==> src/rtl/nnpo_ram.sv <==
`timescale 1ns / 1ps
// Generic single-write, single-read synchronous RAM with registered read data.
// No dependencies.
module nnpo_ram #(
  parameter int WIDTH = 8,
  parameter int DEPTH = 64
) (
  input  logic                     clk,
  input  logic                     we,
  input  logic [$clog2(DEPTH)-1:0] waddr,
  input  logic [WIDTH-1:0]         wdata,
  input  logic [$clog2(DEPTH)-1:0] raddr,
  output logic [WIDTH-1:0]         rdata
);

  logic [WIDTH-1:0] mem_r [DEPTH];
  logic [WIDTH-1:0] rdata_r;

  // write port and registered read port
  always_ff @(posedge clk) begin
    if (we) begin
      mem_r[waddr] <= wdata;
    end
    rdata_r <= mem_r[raddr];
  end

  assign rdata = rdata_r;

endmodule

==> config.mk <==
export PLATFORM = sky130hd
export DESIGN_NAME = nnpo_ram
export DESIGN_NICKNAME = d
export VERILOG_FILES = /design/src/rtl/nnpo_ram.sv
export SDC_FILE = /design/constraint.sdc
export NUM_CORES = 1
export LEC_CHECK = 0
export BUFFER_PORTS_ARGS = -buffer_cell sky130_fd_sc_hd__buf_2
export CAP_MARGIN = 20
export CORE_ASPECT_RATIO = 0.75
export CORE_UTILIZATION = 62
export CTS_BUF_LIST = sky130_fd_sc_hd__clkbuf_16
export CTS_CLUSTER_DIAMETER = 150
export DETAILED_ROUTE_END_ITERATION = 10
export GPL_ROUTABILITY_DRIVEN = 0
export HOLD_SLACK_MARGIN = 0.05
export PLACE_DENSITY = 0.79
export SLEW_MARGIN = 30
export SYNTH_ARGS = -nofsm -noshare
export SYNTH_HDL_FRONTEND = slang
export SYNTH_SLANG_ARGS = --single-unit
==> constraint.sdc <==
create_clock -name clk -period 2.3 [get_ports clk]
set_clock_uncertainty 0.15 [all_clocks]
set_input_delay 0 -clock clk [delete_from_list [all_inputs] [get_ports clk]]
set_output_delay 0 -clock clk [all_outputs]
set_load 0.01 [all_outputs]
# Yosys cells after proc, flatten, opt, wreduce, memory -nomap -nowiden
# Memories as Yosys holds them, arrays and structs flattened. A register that Yosys moved wholly into a read port is not among the register bits.
# Cells that the tools add are included.
word_totals:
  regBits: 0
  mem_bits_rw: 512
  n_memories: 1
classes:
  n_mux: 2
memory_table:
  columns: ["name", "depth", "word_bits", "read_ports", "rd_ports_with_merged_regs", "write_ports", "line_no", "rtl"]
  rows:
  - ["mem_r", 64, 8, 1, 1, 1, "16", "logic [WIDTH-1:0] mem_r [DEPTH];"]
ops:
  columns: ["op", "count"]
  rows:
  - ["$mux W1", 2]

# Logic depth before layout (Yosys ltp)
# Gate-level depths: netlist of run 1.
depth:
  depth_word: 2
  ltp_mapped: 9

# Worst setup path after synthesis of run 1
# OpenSTA, ideal clock, no wires.
synth_timing:
  path_type: "flip-flop to flip-flop"
  startpoint: "memory mem_r[29][4]"
  endpoint: "register rdata_r[4], in the netlist rdata[4], read port of mem_r"
  setup_time_ps: 132
  arrival_time_ps: 1560
  required_ps: 2018
  setup_slack_ps: 458
  stages_incl_launch_ff: 6
  path_buffers: 0
  period_less_slack_ps: 1842
  cell_sequence: "edfxtp_1 -> mux4_2 -> mux2_2 -> o221a_2 -> nor3_1 -> o32ai_1"
synth_lines:
  columns: ["element", "line_no", "rtl"]
  rows:
  - ["start, declared", "16", null]
  - ["end, declared", "17", "logic [WIDTH-1:0] rdata_r;"]

# Final worst setup path of run 1
layout_timing:
  startpoint: "input waddr[1]"
  endpoint: "memory mem_r[52][1] (enable)"
layout_lines:
  columns: ["element", "line_no", "rtl"]
  rows:
  - ["start, declared", "10", "input logic [$clog2(DEPTH)-1:0] waddr,"]
# Straight into the memory's write port.

==> results.txt, run 1 <==
* Detailed-route via count: roughly 11000
- In this run the remaining antenna-violating nets after routing total 0.
- The worst setup path is launched from an input port.
- Clock latency on the worst-skew pair, taken at its later pin, is roughly 0.57 ns.
- Post-Place Cell Area: about 22000 um^2
- Dividing the final minimum period by the clock period gives 0.968.
- Number of design-rule violations left by the first detailed-router iteration: about 1600
* Reg2Reg Setup Slack: 0.11 ns
- The most critical setup path has its startpoint at waddr[1].
* Number of global-route vias before repair: about 10000
- Derived from the worst setup path, the maximum achievable clock frequency is roughly 450 MHz.
- Final standard cell area without fillers: ~23000 um^2
- Synthesis inferred 520 register bits.
- Total standard cell area after synthesis: between 20000 and 25000 um^2
* Number of buffer cells added on primary ports: 29
- The worst pin sits at a relative slew slack of 0.512.
* Clock tree from TritonCTS: done
- Wire length of the first global-routing pass: 69300 um
- Net count of the mapped netlist: 962
* Total CTS buffers: 47
- The number of hold violations in the final report is 0.
* Cell chosen for the clock root: sky130_fd_sc_hd__clkbuf_16
- Maximum Capacitance Violations: 0
- The number of antenna violations at the first check in global routing came to 3.
* Maximum count of clock buffers along a single path: 3
- The endpoint identified for the worst register-to-register timing path is rdata[0].
* Final Non-Filler Cells: 1586
- Category of the critical setup timing path: input port to flip-flop
- Mapped Cells: 940
- Estimated wirelength of the detail-placed design: between 20000 and 30000 um
* Site Rows: 56
* Total power divided by cell area: 823 nW/um^2
- Setup Fix Bufs, Post-CTS: 0
- Placed cell count: 1478
- In this run the worst path has a maximum fanout of 10.
* Area Growth Syn to Fin: 15.8%
* Beginning of the worst register-to-register path: mem_r[57][0]
- Tightest Pin Transition: 0.733 ns
* Number of DRC violations after detailed routing: 0
- Grt ovf: 0
* Initial Util: 0.638
- The die is 210 um wide.
- At the worst endpoint, the required time is 2.41 ns.
* Overall fraction of global-route tracks in use: 0.299
- Of the cells placed in the final design, the portion with a size suffix greater than 1 is 0.310.
- Pre-CTS WS: about 0.0011 ns
- The netlist uses 40 different library cells.
* Number of flops mapped to enable cells by yosys: about 510
- Synth Flop Type: sky130_fd_sc_hd__edfxtp_1
- The flow ran to the end, and the final reports show no timing, DRC or antenna violations.
* Number of endpoints failing setup at the final stage: 0
- The number of max-slew violations in the final report came to 0.
- In the final routed layout, each cell accounts on average for 29.9 um.
- The worst hold path belongs to the class input port to flip-flop.
- In this run the count of I/O pins placed on the die edge is 30.
- RSZ-0062 raised after global routing: no
- Adding up every negative setup slack in the final design gives 0 ns.
- The average instance in the mapped netlist occupies 21.5 um^2.
* Die area: 33300 um^2
- Clock-pin slew was measured on the worst setup and hold paths at about 0.06 ns.
- Summed over all layers, the routed wires come to 47300 um.
- The worst setup path is captured at a flip-flop.
- CP arrival: 2.33 ns
- CTS built an H-tree with a depth of 2.
- Leakage power total: about 7.6 nW
* Async SR Flop Fraction: 0
- For this run, the number of Yosys warnings is 0.
- Post-DR vias/cell: 6.62
- Entering global routing, the biggest net connects 65 pins.
* Layout Utilization: 0.739
* Setup ws final: 0.0730 ns
* Clock sink count: 520
* Total iterations of the first detailed-routing run: 6
- The worst register-to-register path has a depth of 6.
- The core region is 31600 um^2.
* Final-stage net count: about 1100
- For the finished layout, the period the worst path requires is between 2 and 2.5 ns.
- Die Height: 158 um
- IR analysis of the VDD net gives a maximum drop of 0.000642 V.
* Destination of the critical timing path: mem_r[52][1]
- Of the synthesized area, sequential elements account for 0.770.
==> metrics by stage <==
| step | power, mW | hold slack, ns |
|---|---|---|
| finish | 19.2 | 0.109 |
| global route | 19.7 | 0.126 |
| CTS | 19.3 | 0.0579 |
| detailed placement | 11.8 | 0.271 |
| global placement | 11.7 | 0.273 |
| floorplan | 11.3 | -0.0511 |
==> repair_timing <==
action                    4_1_cts  5_1_grt
gates resized for setup         0        0
hold buffers                   19        1
hold endpoints to repair      470       51
==> worst max-delay path: stages <==
cell and delay, ns:
sky130_fd_sc_hd__dlygate4sd3_1 0.58, sky130_fd_sc_hd__buf_2 0.22, sky130_fd_sc_hd__nand2b_1 0.16, sky130_fd_sc_hd__dlygate4sd3_1 0.57, sky130_fd_sc_hd__nor2_1 0.16, sky130_fd_sc_hd__dlygate4sd3_1 0.63
==> cells in the final DEF (no fill, tap or decap), drive strengths merged, types with 7 or more instances in the layout <==
cell,n
dlygate4sd3,20
mux2,13
edfxtp,512
mux4,126
o22ai,8
nor2b,14
clkinv,17
nand2,19
nor2,83
nand2b,7
nand3,13
o221ai,8
dfxtp,8
nor3,7
mux2i,23
clkbuf,50
buf,153
inv,12
==> worst min-delay path by stage <==
stage | from | end | slack [ns] | cells past startpoint
detailed placement | rdata[5] | rdata[5] | 0.27 | 1
global route | raddr[2] | rdata[3] | 0.13 | 5
global placement | rdata[5] | rdata[5] | 0.27 | 1
CTS | waddr[5] | mem_r[25][5] | 0.06 | 3
floorplan | wdata[0] | mem_r[0][0] | -0.05 | 0
finish | waddr[5] | mem_r[25][3] | 0.11 | 3
==> synthesized netlist by cell type (3+ instances only) <==
| library cell | number | area, um^2 |
|---|---|---|
| sky130_fd_sc_hd__mux2i_1 | 23 | 230 |
| sky130_fd_sc_hd__nor2b_1 | 14 | 87.6 |
| sky130_fd_sc_hd__nor3_1 | 7 | 35.0 |
| sky130_fd_sc_hd__a21oi_1 | 3 | 15.0 |
| sky130_fd_sc_hd__mux2_2 | 13 | 146 |
| sky130_fd_sc_hd__nand3_1 | 13 | 65.1 |
| sky130_fd_sc_hd__a211oi_1 | 4 | 30.0 |
| sky130_fd_sc_hd__o221ai_1 | 8 | 70.1 |
| sky130_fd_sc_hd__clkbuf_1 | 17 | 63.8 |
| sky130_fd_sc_hd__a22oi_1 | 3 | 22.5 |
| sky130_fd_sc_hd__nand3b_1 | 3 | 22.5 |
| sky130_fd_sc_hd__buf_6 | 4 | 45.0 |
| sky130_fd_sc_hd__dfxtp_1 | 8 | 160 |
| sky130_fd_sc_hd__buf_2 | 11 | 55.1 |
| sky130_fd_sc_hd__nand2b_1 | 7 | 43.8 |
| sky130_fd_sc_hd__mux4_2 | 126 | 2840 |
| sky130_fd_sc_hd__o2111ai_1 | 3 | 26.3 |
| sky130_fd_sc_hd__a221oi_1 | 6 | 52.6 |
| sky130_fd_sc_hd__nor2_1 | 83 | 312 |
| sky130_fd_sc_hd__o2bb2ai_1 | 3 | 26.3 |
| sky130_fd_sc_hd__buf_1 | 4 | 15.0 |
| sky130_fd_sc_hd__buf_4 | 13 | 97.6 |
| sky130_fd_sc_hd__edfxtp_1 | 512 | 15400 |
| sky130_fd_sc_hd__nand2_1 | 19 | 71.3 |
| sky130_fd_sc_hd__o22ai_1 | 8 | 50.1 |
==> cell type report <==
class | count | area (um^2)
flip-flops and latches | 520 | 15500
fillers | 1749 | 8250
multi-input cells | 369 | 4320
repair buffers | 174 | 1460
clock buffers | 49 | 1230
well taps | 435 | 544
clock inverters | 35 | 255
diodes | 4 | 10.0
==> flip-flops by register name, summed over array words and instances, names as in the netlist <==
name and count:
mem_r 512, rdata 8
==> power by group <==
part	internal (mW)	leakage [nW]	switching, mW
Sequential	10.5	4.67	0.0382
Clock	4.28	0.766	3.32
Combinational	0.458	2.19	0.644
==> cell families (layout without fill, tap and decap cells) <==
family | Yosys count | after routing | share of synthesized area
other cells | 0 | 4 | 0
mux | 162 | 162 | 0.159
simple gates | 153 | 153 | 0.0339
flops | 520 | 520 | 0.770
compound gates | 54 | 54 | 0.0207
buf+inv | 51 | 258 | 0.0157
==> layer usage <==
metal | wire (um) | vias up | global-route usage
met5 | 0 | - | 0
met3 | 5910 | 69 | 0.0661
li1 | - | 4269 | -
met1 | 19100 | 5419 | 0.461
met2 | 21500 | 745 | 0.447
met4 | 865 | 0 | 0.0626
(Power assumes the default switching activity.)
==> inputs of run 2 (changes only) <==
--- a/config.mk
+++ b/config.mk
@@ -8,13 +8,14 @@
 export BUFFER_PORTS_ARGS = -buffer_cell sky130_fd_sc_hd__buf_2
 export CAP_MARGIN = 20
 export CORE_ASPECT_RATIO = 0.75
-export CORE_UTILIZATION = 62
+export CORE_MARGIN = 2
+export CORE_UTILIZATION = 45
 export CTS_BUF_LIST = sky130_fd_sc_hd__clkbuf_16
 export CTS_CLUSTER_DIAMETER = 150
 export DETAILED_ROUTE_END_ITERATION = 10
 export GPL_ROUTABILITY_DRIVEN = 0
 export HOLD_SLACK_MARGIN = 0.05
-export PLACE_DENSITY = 0.79
+export PLACE_DENSITY = 0.67
 export SLEW_MARGIN = 30
 export SYNTH_ARGS = -nofsm -noshare
 export SYNTH_HDL_FRONTEND = slang
==> run 2 against run 1 <==
  * Hold slack got worse by 0.025 ns
  * Setup slack got worse by 0.022 ns
  * Routed wire length fell by 3.5%
  * First-iteration DRC count fell by 19%
  * Critical path type is now flip-flop to flip-flop
  * Critical endpoint is now rdata[1]
  * Largest power group unchanged
==> results.txt, run 2 (synthesis gave the netlist of run 1 again) <==
- The run finished with clean final reports.
* Hold path cells: 4
* Hold Violations, Final: 0
* Top Usage Layer GRT: met1
- Final-layout worst hold slack: 0.0839 ns
* Total iterations of the first detailed-routing run: 5
- Setup violations remaining at the end of the flow were counted as 0.
- The final layout contains routed wiring with a total length of approximately 46000 um.
* Overall fraction of global-route tracks in use: 0.198
* Biggest register: mem_r
- In the final design database the tool counted roughly 1100 nets.
* Fraction of met3 tracks used by global routing: 0.0604
- Input and output buffers added on the ports amount to 29.
* Critical path endpoint category: flip-flop
- Clock sink count: 520
* Diodes inserted: 0
- Most frequent standard cell in the layout excluding fill and tap cells: sky130_fd_sc_hd__edfxtp_1
- Initial Util: 0.454
- IR analysis of the VDD net gives a maximum drop of 0.000683 V.
- Clock latency on the worst-skew pair: 0.58 ns
- Grt ovf: 0
- Area Growth Syn to Fin: 16.1%
- Timing analysis after detailed placement gives a worst setup slack of -0.126 ns.
- Die Height: 187 um
- Post-layout minimum cycle time: 2.25 ns
- Flip-flop count of the largest register after layout: just over 500
* Clock tree from TritonCTS: done
- CP Launch Point: mem_r[47][1]
* Highest net fanout along the worst path: 1
- Worst max-slew margin expressed relative to the limit: 0.527
- The floorplan has 67 rows.
- Setup ws final: 0.0513 ns
* Maximum count of clock buffers along a single path: 3
* Met2 Usage GRT: 0.276
- 30 I/O pins were placed.
- Critical Path RT: 2.60 ns
- CP arrival: 2.55 ns
- After clock tree synthesis, the clock-pin slew on the worst setup and hold paths is 0.06 ns.
* Hold Path Class: input port to flip-flop
- The worst register-to-register path has a depth of 5.
* Die area: ~47000 um^2
- In the final layout, the share of cells above drive strength 1 is 0.308.
* Post-Place Cell Area: 21800 um^2
- In the layout the commonest cells are 512 x sky130_fd_sc_hd__edfxtp_1, 126 x sky130_fd_sc_hd__mux4_2, 107 x sky130_fd_sc_hd__buf_4.
* Capturing point of the worst reg2reg path: rdata[1]
- From left edge to right edge, the die measures between 200 and 250 um.
- Tightest Pin Transition: 0.710 ns
- The first global-routing pass estimated 67900 um of wire.
- Once layout is done, the placed cells without fillers occupy 23400 um^2.
* Post-DR vias/cell: 5.85
- Maximum Capacitance Violations: 0
* Share of the clock period used by the worst path: 0.978
- Dividing the detail-routed wire length by the instance count gives 26.5 um.
- The HPWL after detailed placement is 29400 um.
* Category of the critical setup timing path: flip-flop to flip-flop
- Leakage power total: roughly 7.6 nW
- For met1 alone, demand over resource in global routing was 0.308.
- The number of max-slew violations in the final report is 0.
* Maximum level of the CTS H-tree: 2
* Cell chosen for the clock root: sky130_fd_sc_hd__clkbuf_16
- Fmax: around 440 MHz
* RSZ-0062 raised after global routing: no
- The final route contains 10086 vias.
* Antenna violations before repair: 2
- After detailed routing, the number of remaining DRC violations is 0.
- Destination of the critical timing path: rdata[1]
* Reg2Reg Setup Slack: a little over 0.05 ns
- Number of design-rule violations left by the first detailed-router iteration: 1270
- Number of global-route vias before repair: 9944
- In this run the standard cell core region covers approximately 44000 um^2.
- Pin count of the biggest net entering global routing: between 60 and 70
* Beginning of the worst register-to-register path: mem_r[47][1]
- Antenna-violating nets left: 0
* Total CTS buffers: 48
- Dividing total power by cell area gives a power density of 812 nW/um^2.
* Kind of start point of the critical path: flip-flop
run 2: worst min path at each step:
stage,startpoint,end,slack [ns]
floorplan,wdata[0],mem_r[0][0],-0.05
global placement,raddr[5],rdata[0],0.27
detailed placement,rdata[5],rdata[5],0.28
CTS,raddr[4],rdata[2],0.07
global route,raddr[4],rdata[2],0.09
finish,raddr[4],rdata[2],0.08
run 2: power by group:
part	total (mW)	leakage, nW	internal, mW	switching [mW]
clock network	7.42	0.757	4.08	3.34
registers	10.5	4.67	10.5	0.0329
logic	1.07	2.13	0.444	0.624
total	19.0	7.56	15.0	4.00
run 2: per-layer routing:
| metal | share of wire | up-vias | wire length (um) |
|---|---|---|---|
| met5 | 0.00050 | - | 23 |
| met4 | 0.017 | 4 | 786 |
| met3 | 0.099 | 70 | 4530 |
| met2 | 0.43 | 452 | 19700 |
| met1 | 0.45 | 5309 | 20600 |
| li1 | - | 4251 | - |
run 2: area by class of cell:
| cell class | count | area, um^2 |
|---|---|---|
| clock buffer | 49 | 1230 |
| clock inverter | 37 | 223 |
| fill | 3446 | 21000 |
| multi-input combinational | 369 | 4320 |
| sequential | 520 | 15500 |
| tap | 586 | 733 |
| timing repair buffer | 164 | 1370 |
run 2: repair_timing:
item,in CTS,in global routing
hold endpoints to repair,444,0
gates resized for setup,0,0
buffers inserted,0,0
hold buffers,19,0
run 2: stage by stage:
step,total power [mW],cells,util,TNS (ns)
6_report,19.0,1725,0.527,0
3_5_place_dp,11.8,1620,0.490,-0.247
2_1_floorplan,11.3,940,-,0
3_3_place_gp,11.7,1620,0.490,-0.168
4_1_cts,19.1,1725,0.527,0
5_1_grt,19.6,1725,0.527,0
run 2: critical path, cell delays in order (launching register included):
cell and delay [ns]:
sky130_fd_sc_hd__edfxtp_1 0.37, sky130_fd_sc_hd__mux4_2 0.49, sky130_fd_sc_hd__mux2_2 0.27, sky130_fd_sc_hd__a221oi_1 0.56
sky130_fd_sc_hd__buf_4 0.23, sky130_fd_sc_hd__o2bb2ai_1 0.06
